<file path="config.mk">
export PLATFORM = sky130hd
export DESIGN_NAME = crc_checked_packet_deframer
export DESIGN_NICKNAME = d
export VERILOG_FILES = /design/src/hw/rtl/dfr_pkg.sv /design/src/hw/rtl/dfr_cfg.sv /design/src/hw/rtl/dfr_frame.sv /design/src/hw/rtl/crc_checked_packet_deframer.sv
export SDC_FILE = /design/constraint.sdc
export NUM_CORES = 1
export LEC_CHECK = 0
export BUFFER_PORTS_ARGS = -buffer_cell sky130_fd_sc_hd__buf_2
export CELL_PAD_IN_SITES_DETAIL_PLACEMENT = 1
export CELL_PAD_IN_SITES_GLOBAL_PLACEMENT = 1
export CORE_UTILIZATION = 42
export CTS_CLUSTER_DIAMETER = 60
export DETAILED_ROUTE_END_ITERATION = 10
export PLACE_DENSITY = 0.8
export SYNTH_ARGS = -nofsm -noshare
export SYNTH_HDL_FRONTEND = slang
export SYNTH_SLANG_ARGS = --single-unit
</file>
<file path="constraint.sdc">
create_clock -name clk -period 4.5 [get_ports clk]
set_input_delay 0.45 -clock clk [delete_from_list [all_inputs] [get_ports clk]]
set_output_delay 0.45 -clock clk [all_outputs]
set_load 0.05 [all_outputs]
</file>
<file path="src/hw/rtl/dfr_pkg.sv">
// Shared types, constants and the CRC-16/CCITT-FALSE byte update for the
// packet deframer. No dependencies; every other file of the block imports it.
package dfr_pkg;

  localparam int unsigned BYTE_W   = 8;
  localparam int unsigned LEN_W    = 16;
  localparam int unsigned CRC_W    = 16;
  localparam int unsigned STATUS_W = 3;
  localparam int unsigned APB_DW   = 32;
  localparam int unsigned APB_AW   = 3;

  localparam logic [BYTE_W-1:0] HEADER_BYTE    = 8'h80;
  localparam logic [BYTE_W-1:0] DISCARD_MASK   = 8'hF0;
  localparam logic [BYTE_W-1:0] DISCARD_NIBBLE = 8'h50;
  localparam logic [CRC_W-1:0]  CRC_SEED       = 16'hFFFF;
  localparam logic [CRC_W-1:0]  CRC_POLY       = 16'h1021;
  localparam logic [LEN_W-1:0]  MAX_PAYLOAD_RESET = 16'd260;

  // Register index, taken from paddr[APB_AW-1:2]
  localparam logic [APB_AW-3:0] REG_MAX_PAYLOAD = 1'b0;

  typedef enum logic [STATUS_W-1:0] {
    ST_ONGOING    = 3'd0,
    ST_OK         = 3'd1,
    ST_BAD_HEADER = 3'd2,
    ST_SIZE_ZERO  = 3'd3,
    ST_SIZE_BIG   = 3'd4,
    ST_CRC_BAD    = 3'd5,
    ST_DISCARD    = 3'd6
  } status_t;

  typedef struct packed {
    status_t           status;
    logic              payload_valid;
    logic [BYTE_W-1:0] payload_byte;
    logic [LEN_W-1:0]  payload_index;
    logic [LEN_W-1:0]  packet_length;
  } result_t;

  // MSB-first CRC update over one byte: eight shift/xor steps.
  function automatic logic [CRC_W-1:0] crc_byte(input logic [CRC_W-1:0] crc,
                                                 input logic [BYTE_W-1:0] data);
    logic [CRC_W-1:0] c;
    c = crc ^ {data, 8'h00};
    for (int k = 0; k < BYTE_W; k++) begin
      if (c[CRC_W-1]) begin
        c = {c[CRC_W-2:0], 1'b0} ^ CRC_POLY;
      end else begin
        c = {c[CRC_W-2:0], 1'b0};
      end
    end
    return c;
  endfunction

endpackage

</file>
<file path="src/hw/rtl/dfr_cfg.sv">
// APB configuration register of the deframer: holds max_payload_size.
// Depends on dfr_pkg.
module dfr_cfg
  import dfr_pkg::*;
(
  input  logic              clk,
  input  logic              rst,
  input  logic              psel,
  input  logic              penable,
  input  logic              pwrite,
  input  logic [APB_AW-1:0] paddr,
  input  logic [APB_DW-1:0] pwdata,
  output logic [APB_DW-1:0] prdata,
  output logic              pready,
  output logic [LEN_W-1:0]  max_payload_size
);

  logic              wr_en;
  logic [APB_AW-3:0] reg_idx;

  assign pready  = 1'b1;
  assign reg_idx = paddr[APB_AW-1:2];
  assign wr_en   = psel & penable & pwrite & pready;

  always_ff @(posedge clk) begin
    if (rst) begin
      max_payload_size <= MAX_PAYLOAD_RESET;
    end else if (wr_en && reg_idx == REG_MAX_PAYLOAD) begin
      max_payload_size <= pwdata[LEN_W-1:0];
    end
  end

  always_comb begin
    prdata = '0;
    if (reg_idx == REG_MAX_PAYLOAD) begin
      prdata = {{(APB_DW-LEN_W){1'b0}}, max_payload_size};
    end
  end

endmodule

</file>
<file path="src/hw/rtl/dfr_frame.sv">
// Framing state machine: decodes header, length, payload and CRC bytes and
// forms one result per byte. Depends on dfr_pkg (types, crc_byte).
module dfr_frame
  import dfr_pkg::*;
(
  input  logic              clk,
  input  logic              rst,
  input  logic              step,
  input  logic [BYTE_W-1:0] data,
  input  logic [LEN_W-1:0]  max_payload_size,
  output result_t           res
);

  typedef enum logic [2:0] {
    PH_HDR,
    PH_LEN_LO,
    PH_LEN_HI,
    PH_PAYLOAD,
    PH_CRC_LO,
    PH_CRC_HI
  } phase_t;

  phase_t            phase, phase_next;
  logic [LEN_W-1:0]  len, len_next;
  logic [LEN_W-1:0]  idx, idx_next;
  logic [CRC_W-1:0]  crc, crc_next;
  logic [BYTE_W-1:0] crc_lo, crc_lo_next;
  logic [BYTE_W-1:0] first, first_next;
  logic [LEN_W-1:0]  full_len;
  logic              go_idle;

  assign full_len = {data, len[BYTE_W-1:0]};

  always_comb begin
    res         = '0;
    res.status  = ST_ONGOING;
    phase_next  = phase;
    len_next    = len;
    idx_next    = idx;
    crc_next    = crc;
    crc_lo_next = crc_lo;
    first_next  = first;
    go_idle     = 1'b0;

    unique case (phase)
      PH_HDR: begin
        if (data != HEADER_BYTE) begin
          res.status = ST_BAD_HEADER;
          go_idle    = 1'b1;
        end else begin
          phase_next = PH_LEN_LO;
        end
      end
      PH_LEN_LO: begin
        len_next   = {{(LEN_W-BYTE_W){1'b0}}, data};
        phase_next = PH_LEN_HI;
      end
      PH_LEN_HI: begin
        res.packet_length = full_len;
        if (full_len == '0) begin
          res.status = ST_SIZE_ZERO;
          go_idle    = 1'b1;
        end else if (full_len > max_payload_size) begin
          res.status = ST_SIZE_BIG;
          go_idle    = 1'b1;
        end else begin
          len_next   = full_len;
          crc_next   = CRC_SEED;
          idx_next   = '0;
          phase_next = PH_PAYLOAD;
        end
      end
      PH_PAYLOAD: begin
        res.packet_length = len;
        res.payload_valid = 1'b1;
        res.payload_byte  = data;
        res.payload_index = idx;
        if (idx == '0) begin
          first_next = data;
        end
        crc_next = crc_byte(crc, data);
        if (idx == len - 16'd1) begin
          phase_next = PH_CRC_LO;
        end else begin
          idx_next = idx + 16'd1;
        end
      end
      PH_CRC_LO: begin
        res.packet_length = len;
        crc_lo_next       = data;
        phase_next        = PH_CRC_HI;
      end
      PH_CRC_HI: begin
        res.packet_length = len;
        if ({data, crc_lo} != crc) begin
          res.status = ST_CRC_BAD;
        end else if ((first & DISCARD_MASK) == DISCARD_NIBBLE) begin
          res.status = ST_DISCARD;
        end else begin
          res.status = ST_OK;
        end
        go_idle = 1'b1;
      end
      default: begin
        go_idle = 1'b1;
      end
    endcase
  end

  always_ff @(posedge clk) begin
    if (rst) begin
      phase  <= PH_HDR;
      len    <= '0;
      idx    <= '0;
      crc    <= CRC_SEED;
      crc_lo <= '0;
      first  <= '0;
    end else if (step) begin
      if (go_idle) begin
        phase  <= PH_HDR;
        len    <= '0;
        idx    <= '0;
        crc    <= CRC_SEED;
        crc_lo <= '0;
        first  <= '0;
      end else begin
        phase  <= phase_next;
        len    <= len_next;
        idx    <= idx_next;
        crc    <= crc_next;
        crc_lo <= crc_lo_next;
        first  <= first_next;
      end
    end
  end

endmodule

</file>
<file path="src/hw/rtl/crc_checked_packet_deframer.sv">
// Top level of the CRC-checked packet deframer: input register, framing
// logic, result register and APB register. Depends on dfr_pkg, dfr_cfg, dfr_frame.
//
// Received bytes enter on in_valid/in_ready, one item per byte; every byte
// yields exactly one result item on out_valid/out_ready. A packet is 0x80,
// a little-endian 16-bit payload length, the payload, and a little-endian
// CRC-16/CCITT-FALSE over the payload. Payload bytes come out as they
// arrive with payload_valid set and their index; the last result of a
// packet carries a non-zero status (ok, bad header, zero size, size too
// big, CRC bad, or discarded when the first payload byte's upper nibble is
// 0x5), after which the block waits for a new header. The block takes one
// item per clock cycle while the consumer keeps up. A byte lands in the input
// register when it is accepted, and its result is loaded into the result
// register when that register is empty or drains, which a stalled consumer
// can delay; out_valid is set from the result register. The framing decode
// and the eight-step CRC byte update sit between the input register and the
// result register as a single combinational pass. A stalled consumer holds
// the result register, which in turn holds the input register and drops
// in_ready.
// max_payload_size sits at APB address 0 and resets to 260.
module crc_checked_packet_deframer
  import dfr_pkg::*;
(
  input  logic              clk,
  input  logic              rst,
  input  logic              in_valid,
  output logic              in_ready,
  input  logic [BYTE_W-1:0] rx_byte,
  output logic              out_valid,
  input  logic              out_ready,
  output logic [STATUS_W-1:0] status,
  output logic              payload_valid,
  output logic [BYTE_W-1:0] payload_byte,
  output logic [LEN_W-1:0]  payload_index,
  output logic [LEN_W-1:0]  packet_length,
  input  logic              psel,
  input  logic              penable,
  input  logic              pwrite,
  input  logic [APB_AW-1:0] paddr,
  input  logic [APB_DW-1:0] pwdata,
  output logic [APB_DW-1:0] prdata,
  output logic              pready
);

  logic              s1_valid;
  logic [BYTE_W-1:0] s1_byte;
  logic              advance;
  logic [LEN_W-1:0]  max_payload_size;
  result_t           res;
  result_t           out_res;

  // Move the held byte into the result register when that register is
  // empty or drains this cycle.
  assign advance  = s1_valid & (~out_valid | out_ready);
  assign in_ready = ~s1_valid | advance;

  dfr_cfg u_cfg (
    .clk              (clk),
    .rst              (rst),
    .psel             (psel),
    .penable          (penable),
    .pwrite           (pwrite),
    .paddr            (paddr),
    .pwdata           (pwdata),
    .prdata           (prdata),
    .pready           (pready),
    .max_payload_size (max_payload_size)
  );

  dfr_frame u_frame (
    .clk              (clk),
    .rst              (rst),
    .step             (advance),
    .data             (s1_byte),
    .max_payload_size (max_payload_size),
    .res              (res)
  );

  // Input register: hold the accepted byte until the framing logic takes it.
  always_ff @(posedge clk) begin
    if (rst) begin
      s1_valid <= 1'b0;
    end else if (in_valid && in_ready) begin
      s1_valid <= 1'b1;
    end else if (advance) begin
      s1_valid <= 1'b0;
    end
  end

  always_ff @(posedge clk) begin
    if (in_valid && in_ready) begin
      s1_byte <= rx_byte;
    end
  end

  // Result register: hold each result until the consumer takes it.
  always_ff @(posedge clk) begin
    if (rst) begin
      out_valid <= 1'b0;
    end else if (advance) begin
      out_valid <= 1'b1;
    end else if (out_ready) begin
      out_valid <= 1'b0;
    end
  end

  always_ff @(posedge clk) begin
    if (advance) begin
      out_res <= res;
    end
  end

  assign status        = out_res.status;
  assign payload_valid = out_res.payload_valid;
  assign payload_byte  = out_res.payload_byte;
  assign payload_index = out_res.payload_index;
  assign packet_length = out_res.packet_length;

  // A payload byte never ends a packet.
  a_payload_ongoing: assert property (@(posedge clk) disable iff (rst)
    out_valid && payload_valid |-> status == ST_ONGOING)
    else $error("payload byte carries a final status");

  // Non-payload results carry zero byte and index.
  a_idle_fields_zero: assert property (@(posedge clk) disable iff (rst)
    out_valid && !payload_valid |-> payload_byte == '0 && payload_index == '0)
    else $error("payload fields set without payload_valid");

  // A stalled input byte stays in the input register unchanged.
  a_s1_hold: assert property (@(posedge clk) disable iff (rst)
    s1_valid && !advance |=> s1_valid && $stable(s1_byte))
    else $error("held input byte lost or changed");

endmodule
</file>
==> results of run 1 <==
-- power by group through the flow --
| stage | Sequential (mW) | Clock [mW] | Combinational, mW |
|---|---|---|---|
| floorplan | 1.36 | 0 | 0.140 |
| global placement | 1.31 | 0 | 0.244 |
| detailed placement | 1.31 | 0 | 0.254 |
| CTS | 1.28 | 1.40 | 0.257 |
| global route | 1.28 | 1.45 | 0.272 |
| finish | 1.28 | 1.39 | 0.257 |
-- registers in the layout (all words and copies together), names as in the netlist --
register                flops
status                      3
u_frame.crc_lo              8
u_frame.first               4
s1_valid                    1
payload_index              16
packet_length              16
u_frame.len                16
u_frame.crc                16
payload_byte                8
u_cfg.max_payload_size     16
out_valid                   1
payload_valid               1
u_frame.phase               3
u_frame.idx                16
s1_byte                     8
-- worst paths after layout --
| check | endpoint | slack [ns] | cells past startpoint |
|---|---|---|---|
| max reg2reg | u_frame.crc_lo[1] | 0.78 | 9 |
| min reg2reg | u_cfg.max_payload_size[13] | 0.46 | 2 |
| max | u_frame.crc_lo[1] | 0.78 | 9 |
| min | s1_byte[4] | 0.19 | 1 |
-- metal layers --
layer / vias up / GRT usage [%] / share of wire [%]
met4: 0 / 11.4 / 2.9
li1: 2795 / - / -
met2: 189 / 43.0 / 50
met5: - / 0 / 0
met3: 56 / 4.19 / 4.3
met1: 3032 / 30.4 / 43
-- layout make-up --
| class | count | area, um^2 |
|---|---|---|
| flip-flops and latches | 133 | 3180 |
| fillers | 1900 | 7940 |
| inverters | 29 | 109 |
| repair buffers | 107 | 571 |
| multi-input cells | 547 | 3350 |
| clock inverters | 11 | 135 |
| well taps | 216 | 270 |
| clock buffers | 21 | 440 |
-- per-stage QoR --
step                      area (um^2)  power [mW]
after floorplan                  7000        1.50
after global placement           7490        1.55
after detailed placement         7490        1.56
after CTS                        8060        2.94
after global routing             8060        3.01
final                            8060        2.93
-- cells in the mapped netlist (3+ instances only) --
cell,instances,area share (%)
dfxtp_1,81,23
nand2_1,80,4.3
nor2_1,62,3.4
edfxtp_1,52,22
clkbuf_1,45,2.4
a21oi_1,42,3.0
o21ai_0,36,2.6
and2_1,31,2.8
xor2_1,31,3.9
inv_1,29,1.6
nand3_1,25,1.8
xnor2_1,24,3.0
nor3_1,22,1.6
buf_4,19,2.1
ha_1,19,3.4
or4_1,14,1.5
nand2b_1,13,1.2
a22o_1,12,1.5
a31oi_1,10,0.90
nand4_1,10,0.90
a22oi_1,8,0.86
mux2i_1,8,1.2
nor4_1,8,0.72
nor2b_1,6,0.54
a211o_1,5,0.63
o211ai_1,5,0.54
or3_1,5,0.45
a2bb2oi_1,4,0.50
o31ai_1,4,0.43
and4_1,3,0.38
buf_1,3,0.16
buf_6,3,0.49
nor3b_1,3,0.32
nor4b_1,3,0.38
o21a_1,3,0.32
or2_2,3,0.27
-- cells by family after synthesis --
family / count (synthesis)
AOI/OAI and AO/OA: 148
other: 2
adders and majority gates: 19
buffers and inverters: 99
xor gates and xnor gates: 55
muxes: 8
and+or+nand+nor: 300
DFF: 133
==> flow_summary.ini, run 1 <==
[pwr]
pwr-share-comb_pct = 8.8
p_clk_share_pct = 47.5
sw_frac_of_total_pct = 25.1
p_leak_nw = 3.03
p_int_mw = 2.19
power_density_nw_per_um2 = 363
vdd_ir_drop_max_v = 0.000274
p_switching_mw = 0.735
p_seq_share_pct = 43.7

[clock_tree]
clkTransAtPathRegs_ns = 0.06
cts_tree = built
clock_latency_ns = 0.43
numCtsBuffers = 17
cts-resized-gates = 0
post-cts-setup-buffers = 0
hold_buffers = 0
cts_sinks = 133
h-tree-depth = 4
clk_path_buf_depth = 2
cts_root_buf = clkbuf_16

[sta]
rsz0062_at_grt = no
fin_ws_ns = 0.779
finalMaxSlewViolations = 0
slew_headroom_pct = 17.5
whs_ns = 0.195
tightest_slew_ns = 1.21
fmax_mhz = 269
setup_tns_ns = 0
finalSetupViolCount = 0
fin_crit_sh_pct = 82.7
hold_viol_final = 0
skew_ns = 0.00773
fin_crit_ns = 3.72

[worst_setup_path]
cp_common_cell = a21oi_1
worstPathRequired_ns = 4.87
crit_path_cell_trace = ha_1, nor2b_1, o211ai_1, a21oi_1, a2111oi_0, nor4b_1, a211o_1, a21oi_1, a22o_1
critPathLaunch = u_frame.len[1]
r2r-start = u_frame.len[1]
start_kind = flop
cp_max_fo = 8
critPathSlowestCell = a2111oi_0
worstPathArrival_ns = 4.09
end_kind = flop
slowest_delay_ns = 1.04
path_class = reg2reg
path_delay_family = compound AO/OA/AOI/OAI gates
crit_buf_inv = 0

[logic_synthesis]
synthAdderAreaFrac_pct = 3.42
synth-compound-area-share_pct = 13.6
synthesis.area_um2 = 6950
seq_area_frac_synth_pct = 45.8
muxShareOfSynthArea_pct = 1.15
yosys.area_share.simple_pct = 22.3
async_reset_ff_share_pct = 0
ys_ff_latch = 133
synth_top_family_by_area = simple AND/OR/NAND/NOR gates
synth_area_per_cell_um2 = 9.09
syn_inst = 764
synth_xor_area_share_pct = 6.93
yosysWarnings = 0
synth_cell_type_count = 61
synth_edf_count = 52
synth_flop_cell = dfxtp_1

[grt]
grt_pass1_vias = 6280
grt.overflow.total = 0
grt_pass1_wl_um = 32200
grt_max_degree = 56
grt_antenna_before_repair = 0
grt_usage_pct = 24.9

[floorplan]
ioPinCount = 129
core_um2 = 16000
die_h_um = 131
initial_utilization_pct = 43.4
rows = 46
die-area_um2 = 17100
die_w_um = 131

[place]
pre_cts_ws_ns = 0.907
gp_congestion = 0.828
numPortBuffers = 93
place_inst = 1032
dp_hpwl_um = 14000

[cells_and_area]
final_cell_mix = buf_2, dfxtp_1, nand2_1, nor2_1, edfxtp_1
stdcell_count = 1064
layout_commonest_cell = buf_2
drive_gt1_share_pct = 16.9
layout.nets = 904
final_util_pct = 50.4
area_growth_pct = 16.1
antenna_cells = 0

[detailed_routing]
routed-via-count = 6072
antenna_violating_nets_post_route = 0
routed_wl_um = 20500
viasPerCell = 5.71
drc_errors = 0
drtPass1Iterations = 5
avgRoutedWirePerCell_um = 19.2
dr.first_iter.drc_count = 350

[min_path]
min_from = rx_byte[4]
hold_class = in2reg

[run_status]
status = completed

[run]
max-cap-violations = 0
Note: power is estimated with default switching activity, not from simulation.
==> inputs of run 2 (changes only) <==
--- a/config.mk
+++ b/config.mk
@@ -8,10 +8,10 @@
 export BUFFER_PORTS_ARGS = -buffer_cell sky130_fd_sc_hd__buf_2
 export CELL_PAD_IN_SITES_DETAIL_PLACEMENT = 1
 export CELL_PAD_IN_SITES_GLOBAL_PLACEMENT = 1
-export CORE_UTILIZATION = 42
+export CORE_UTILIZATION = 38
 export CTS_CLUSTER_DIAMETER = 60
 export DETAILED_ROUTE_END_ITERATION = 10
-export PLACE_DENSITY = 0.8
+export PLACE_DENSITY = 0.76
 export SYNTH_ARGS = -nofsm -noshare
 export SYNTH_HDL_FRONTEND = slang
 export SYNTH_SLANG_ARGS = --single-unit
==> constraint.sdc (replaced) <==
create_clock -name clk -period 3.2 [get_ports clk]
set_input_delay 0.32 -clock clk [delete_from_list [all_inputs] [get_ports clk]]
set_output_delay 0.32 -clock clk [all_outputs]
set_load 0.05 [all_outputs]
==> run 2 against run 1 <==
Power up 39%; sequential power is 41% higher; clock power increased by 37%; die area rose by 10%; clock skew increased by 0.0022 ns.
==> flow_summary.ini, run 2 (synthesis results as in run 1) <==
[run_status]
status = completed

[sta]
slew_headroom_pct = 43.9
hold_viol_final = 0
tightest_slew_ns = 0.842
finalSetupViolCount = 0
fmax_mhz = 326
fin_crit_sh_pct = 95.8
finalMaxSlewViolations = 0
rsz0062_at_grt = no
setup_tns_ns = 0
fin_ws_ns = 0.135
skew_ns = 0.00998
fin_crit_ns = 3.06

[detailed_routing]
viasPerCell = 5.37
avgRoutedWirePerCell_um = 18.1
drc_errors = 0
routed_wl_um = 19700
drtPass1Iterations = 5
routed-via-count = 5868
antenna_violating_nets_post_route = 0
dr.first_iter.drc_count = 329

[place]
pre_cts_ws_ns = 0.123
gp_congestion = 0.846
place_area_um2 = 7630
numPortBuffers = 93
dp_hpwl_um = 13700

[clock_tree]
cts_root_buf = clkbuf_16
clock_latency_ns = 0.43
hold_buffers = 0
cts_tree = built
clkTransAtPathRegs_ns = 0.06
numCtsBuffers = 17
cts_sinks = 133
h-tree-depth = 4
clk_path_buf_depth = 2

[floorplan]
rows = 49
ioPinCount = 129
initial_utilization_pct = 38.7
die-area_um2 = 18800
core_um2 = 18000
die_w_um = 137
die_h_um = 137

[min_path]
hold_class = in2reg

[worst_setup_path]
start_kind = flop
end_kind = flop
worstPathRequired_ns = 3.47
cp_max_fo = 34
path_class = reg2reg
worstPathArrival_ns = 3.34

[cells_and_area]
antenna_cells = 0
fill_cells = 2135
layout.nets = 919
drive_gt1_share_pct = 19.0
final_util_pct = 45.6
layout_commonest_cell = buf_2
design_area_um2 = 8200
final_cell_mix = buf_2, dfxtp_1, nand2_1, nor2_1, edfxtp_1
area_growth_pct = 18.0

[grt]
grt.overflow.total = 0
grt_pass1_wl_um = 31400
grt_pass1_vias = 5954
grt_antenna_before_repair = 0
grt_usage_pct = 21.9
grt_max_degree = 42

[run]
max-cap-violations = 0

[pwr]
vdd_ir_drop_max_v = 0.000381
power_density_nw_per_um2 = 496
p_leak_nw = 3.10
==> run 2: cell count changes in the layout (fill, tap and decap cells not counted), sizes merged <==
cell / change
clkbuf: -4
inv: +6
clkinv: -2
clkinvlp: +2
buf: +15
bufinv: -2
==> run 2: layout make-up <==
cell class,instances,area (um^2),share of cell area [%]
multi-input cells,547,3360,40.9
flip-flops and latches,133,3180,38.8
repair buffers,122,696,8.48
clock buffers,17,425,5.19
well taps,229,287,3.49
clock inverters,15,144,1.75
inverters,29,109,1.33
==> run 2: where the power goes <==
part | total, mW | internal (mW) | switching [mW]
clock | 1.91 | 1.08 | 0.821
sequential | 1.80 | 1.79 | 0.0124
combinational | 0.360 | 0.0875 | 0.272
==> run 2: worst paths after layout <==
path / cells after the start / from / endpoint / slack (ns)
max: 10 / u_frame.len[0] / u_frame.idx[1] / 0.14
min: 1 / rx_byte[6] / s1_byte[6] / 0.07
max reg2reg: 10 / u_frame.len[0] / u_frame.idx[1] / 0.14
min reg2reg: 2 / u_cfg.max_payload_size[7] / u_cfg.max_payload_size[7] / 0.45
==> run 2: layer usage <==
layer | vias up | routed length, um | part of all wire (%) | global-route usage, %
li1 | 2847 | - | - | -
met3 | 17 | 797 | 4.0 | 3.90
met2 | 113 | 10000 | 51 | 38.4
met4 | 0 | 215 | 1.1 | 6.90
met1 | 2891 | 8700 | 44 | 27.1
met5 | - | 0 | 0 | 0
==> run 2: timing repair <==
item	4_1_cts	5_1_grt
setup buffers	0	0
setup endpoints to repair	0	24
resized for setup	0	1
==> run 2: per-stage QoR <==
step / instances / hold slack [ns] / total power [mW]
after global routing: 1092 / 0.0556 / 4.19
after detailed placement: 1060 / 0.448 / 2.20
after global placement: 1060 / 0.443 / 2.19
after CTS: 1092 / 0.0562 / 4.09
final: 1092 / 0.0663 / 4.07
after floorplan: 779 / 0.419 / 2.11
==> run 2: worst max-delay path, stage by stage, from the launching register on <==
cell       delay [ns]
dfxtp_1          0.32
inv_1            0.12
ha_1             0.23
or4b_4           0.54
nor4b_2          0.36
a21oi_1          0.08
nor4_1           0.22
and4_1           0.23
and4bb_4         0.51
a2bb2oi_1        0.21
a21oi_1          0.08
==> inputs of run 3 (changes only) <==
--- a/config.mk
+++ b/config.mk
@@ -5,13 +5,14 @@
 export SDC_FILE = /design/constraint.sdc
 export NUM_CORES = 1
 export LEC_CHECK = 0
-export BUFFER_PORTS_ARGS = -buffer_cell sky130_fd_sc_hd__buf_2
 export CELL_PAD_IN_SITES_DETAIL_PLACEMENT = 1
 export CELL_PAD_IN_SITES_GLOBAL_PLACEMENT = 1
-export CORE_UTILIZATION = 38
+export CORE_UTILIZATION = 44
 export CTS_CLUSTER_DIAMETER = 60
 export DETAILED_ROUTE_END_ITERATION = 10
-export PLACE_DENSITY = 0.76
+export DONT_BUFFER_PORTS = 1
+export PLACE_DENSITY = 0.77
+export REMOVE_ABC_BUFFERS = 1
 export SYNTH_ARGS = -nofsm -noshare
 export SYNTH_HDL_FRONTEND = slang
 export SYNTH_SLANG_ARGS = --single-unit
==> run 3 against run 2 <==
Count of clock-buffer cells in the layout is 9 higher; routed wire length rose by 1.8%; die area decreased by 13%; cell area fell by 4.5%; highest routed layer unchanged; largest cell class unchanged; first-iteration DRC count fell by 5.5%.
==> flow_summary.ini, run 3 (synthesis results as in run 1) <==
[cells_and_area]
area_growth_pct = 12.8
area.sequential_um2 = 3180
design_area_um2 = 7830
final_util_pct = 51.1
multiInputGateArea_um2 = 3410
stdcell_count = 986
drive_gt1_share_pct = 9.03
layout.nets = 831
antenna_cells = 0
final_cell_mix = dfxtp_1, nand2_1, nor2_1, edfxtp_1, a21oi_1
layout_commonest_cell = dfxtp_1
fill_cells = 1749

[place]
dp_hpwl_um = 13100
place_inst = 943
place_area_um2 = 7080
numPortBuffers = 0
gp_congestion = 0.845

[grt]
grt.overflow.total = 0
grt_pass1_vias = 5864
grt_pass1_wl_um = 31500
grt_usage_pct = 25.2
grt_max_degree = 50
grt_antenna_before_repair = 0

[clock_tree]
numCtsBuffers = 17
clkTransAtPathRegs_ns = 0.07
clock_latency_ns = 0.44
h-tree-depth = 4
cts_root_buf = clkbuf_16
cts_tree = built
clk_path_buf_depth = 2
cts_sinks = 133

[floorplan]
die_w_um = 128
ioPinCount = 129
die-area_um2 = 16300
die_h_um = 128
core_um2 = 15300
rows = 45
initial_utilization_pct = 45.4

[sta]
hold_viol_final = 0
setup_tns_ns = 0
finalMaxSlewViolations = 0
tightest_slew_ns = 0.937
finalSetupViolCount = 0
fin_crit_sh_pct = 94.2
fmax_mhz = 332
fin_crit_ns = 3.01
slew_headroom_pct = 37.4
skew_ns = 0.0153

[min_path]
hold_class = in2reg

[pwr]
power_density_nw_per_um2 = 520
p_leak_nw = 2.76
vdd_ir_drop_max_v = 0.000393

[detailed_routing]
antenna_violating_nets_post_route = 0
avgRoutedWirePerCell_um = 20.4
drc_errors = 0
viasPerCell = 5.85
routed_wl_um = 20100
drtPass1Iterations = 7
dr.first_iter.drc_count = 311
routed-via-count = 5767

[worst_setup_path]
cp_max_fo = 8
start_kind = flop
worstPathArrival_ns = 3.38
worstPathRequired_ns = 3.56
path_class = reg2reg
end_kind = flop

[run_status]
status = completed

[run]
max-cap-violations = 0
-- run 3: final cells by class --
type	count	share of cell area [%]
tap	211	3.37
inverter	29	1.39
clock inverter	6	0.431
multi-input combinational	549	43.5
clock buffer	26	7.19
sequential	133	40.6
timing repair buffer	32	3.48
-- run 3: critical path, stage by stage, from the launching register on --
cell,delay [ns]
dfxtp_1,0.32
inv_1,0.09
ha_1,0.23
or4b_4,0.55
nor4b_4,0.30
o311ai_1,0.14
and4_2,0.28
and4bb_2,0.33
or4_1,0.53
a31oi_1,0.18
-- run 3: through the flow --
stage	setup slack, ns	hold WS (ns)	power (mW)
after global routing	-0.000853	0.0304	4.18
after global placement	0.108	0.397	2.13
after CTS	0.0236	0.0106	4.10
after detailed placement	0.0725	0.397	2.14
after floorplan	-0.244	0.389	2.08
final	0.186	0.0269	4.07
-- run 3: repair_timing --
action                                 CTS  global route
gates resized for setup                  0             7
hold buffers                             9             0
setup endpoints to repair                0            46
endpoints found under the hold margin   57             0
buffers inserted                         0             0
-- run 3: report_power, final --
group / switching [mW] / internal, mW
Clock: 0.734 / 1.21
Sequential: 0.0863 / 1.79
Combinational: 0.191 / 0.0642
Total: 1.01 / 3.06
-- run 3: per-layer routing --
layer | GRT usage [%] | routed length (um) | part of all wire (%)
met4 | 10.9 | 507 | 2.5
met3 | 5.43 | 820 | 4.1
met5 | 0 | 0 | 0
met1 | 30.4 | 8480 | 42
met2 | 43.6 | 10300 | 51
-- run 3: worst paths after layout --
path / start / to / slack [ns] / cells past startpoint
hold reg to reg: u_cfg.max_payload_size[3] / u_cfg.max_payload_size[3] / 0.46 / 2
setup reg to reg: u_frame.len[0] / u_frame.idx[5] / 0.19 / 9
setup / recovery: u_frame.len[0] / u_frame.idx[5] / 0.19 / 9
hold / removal: pwdata[11] / u_cfg.max_payload_size[11] / 0.03 / 2
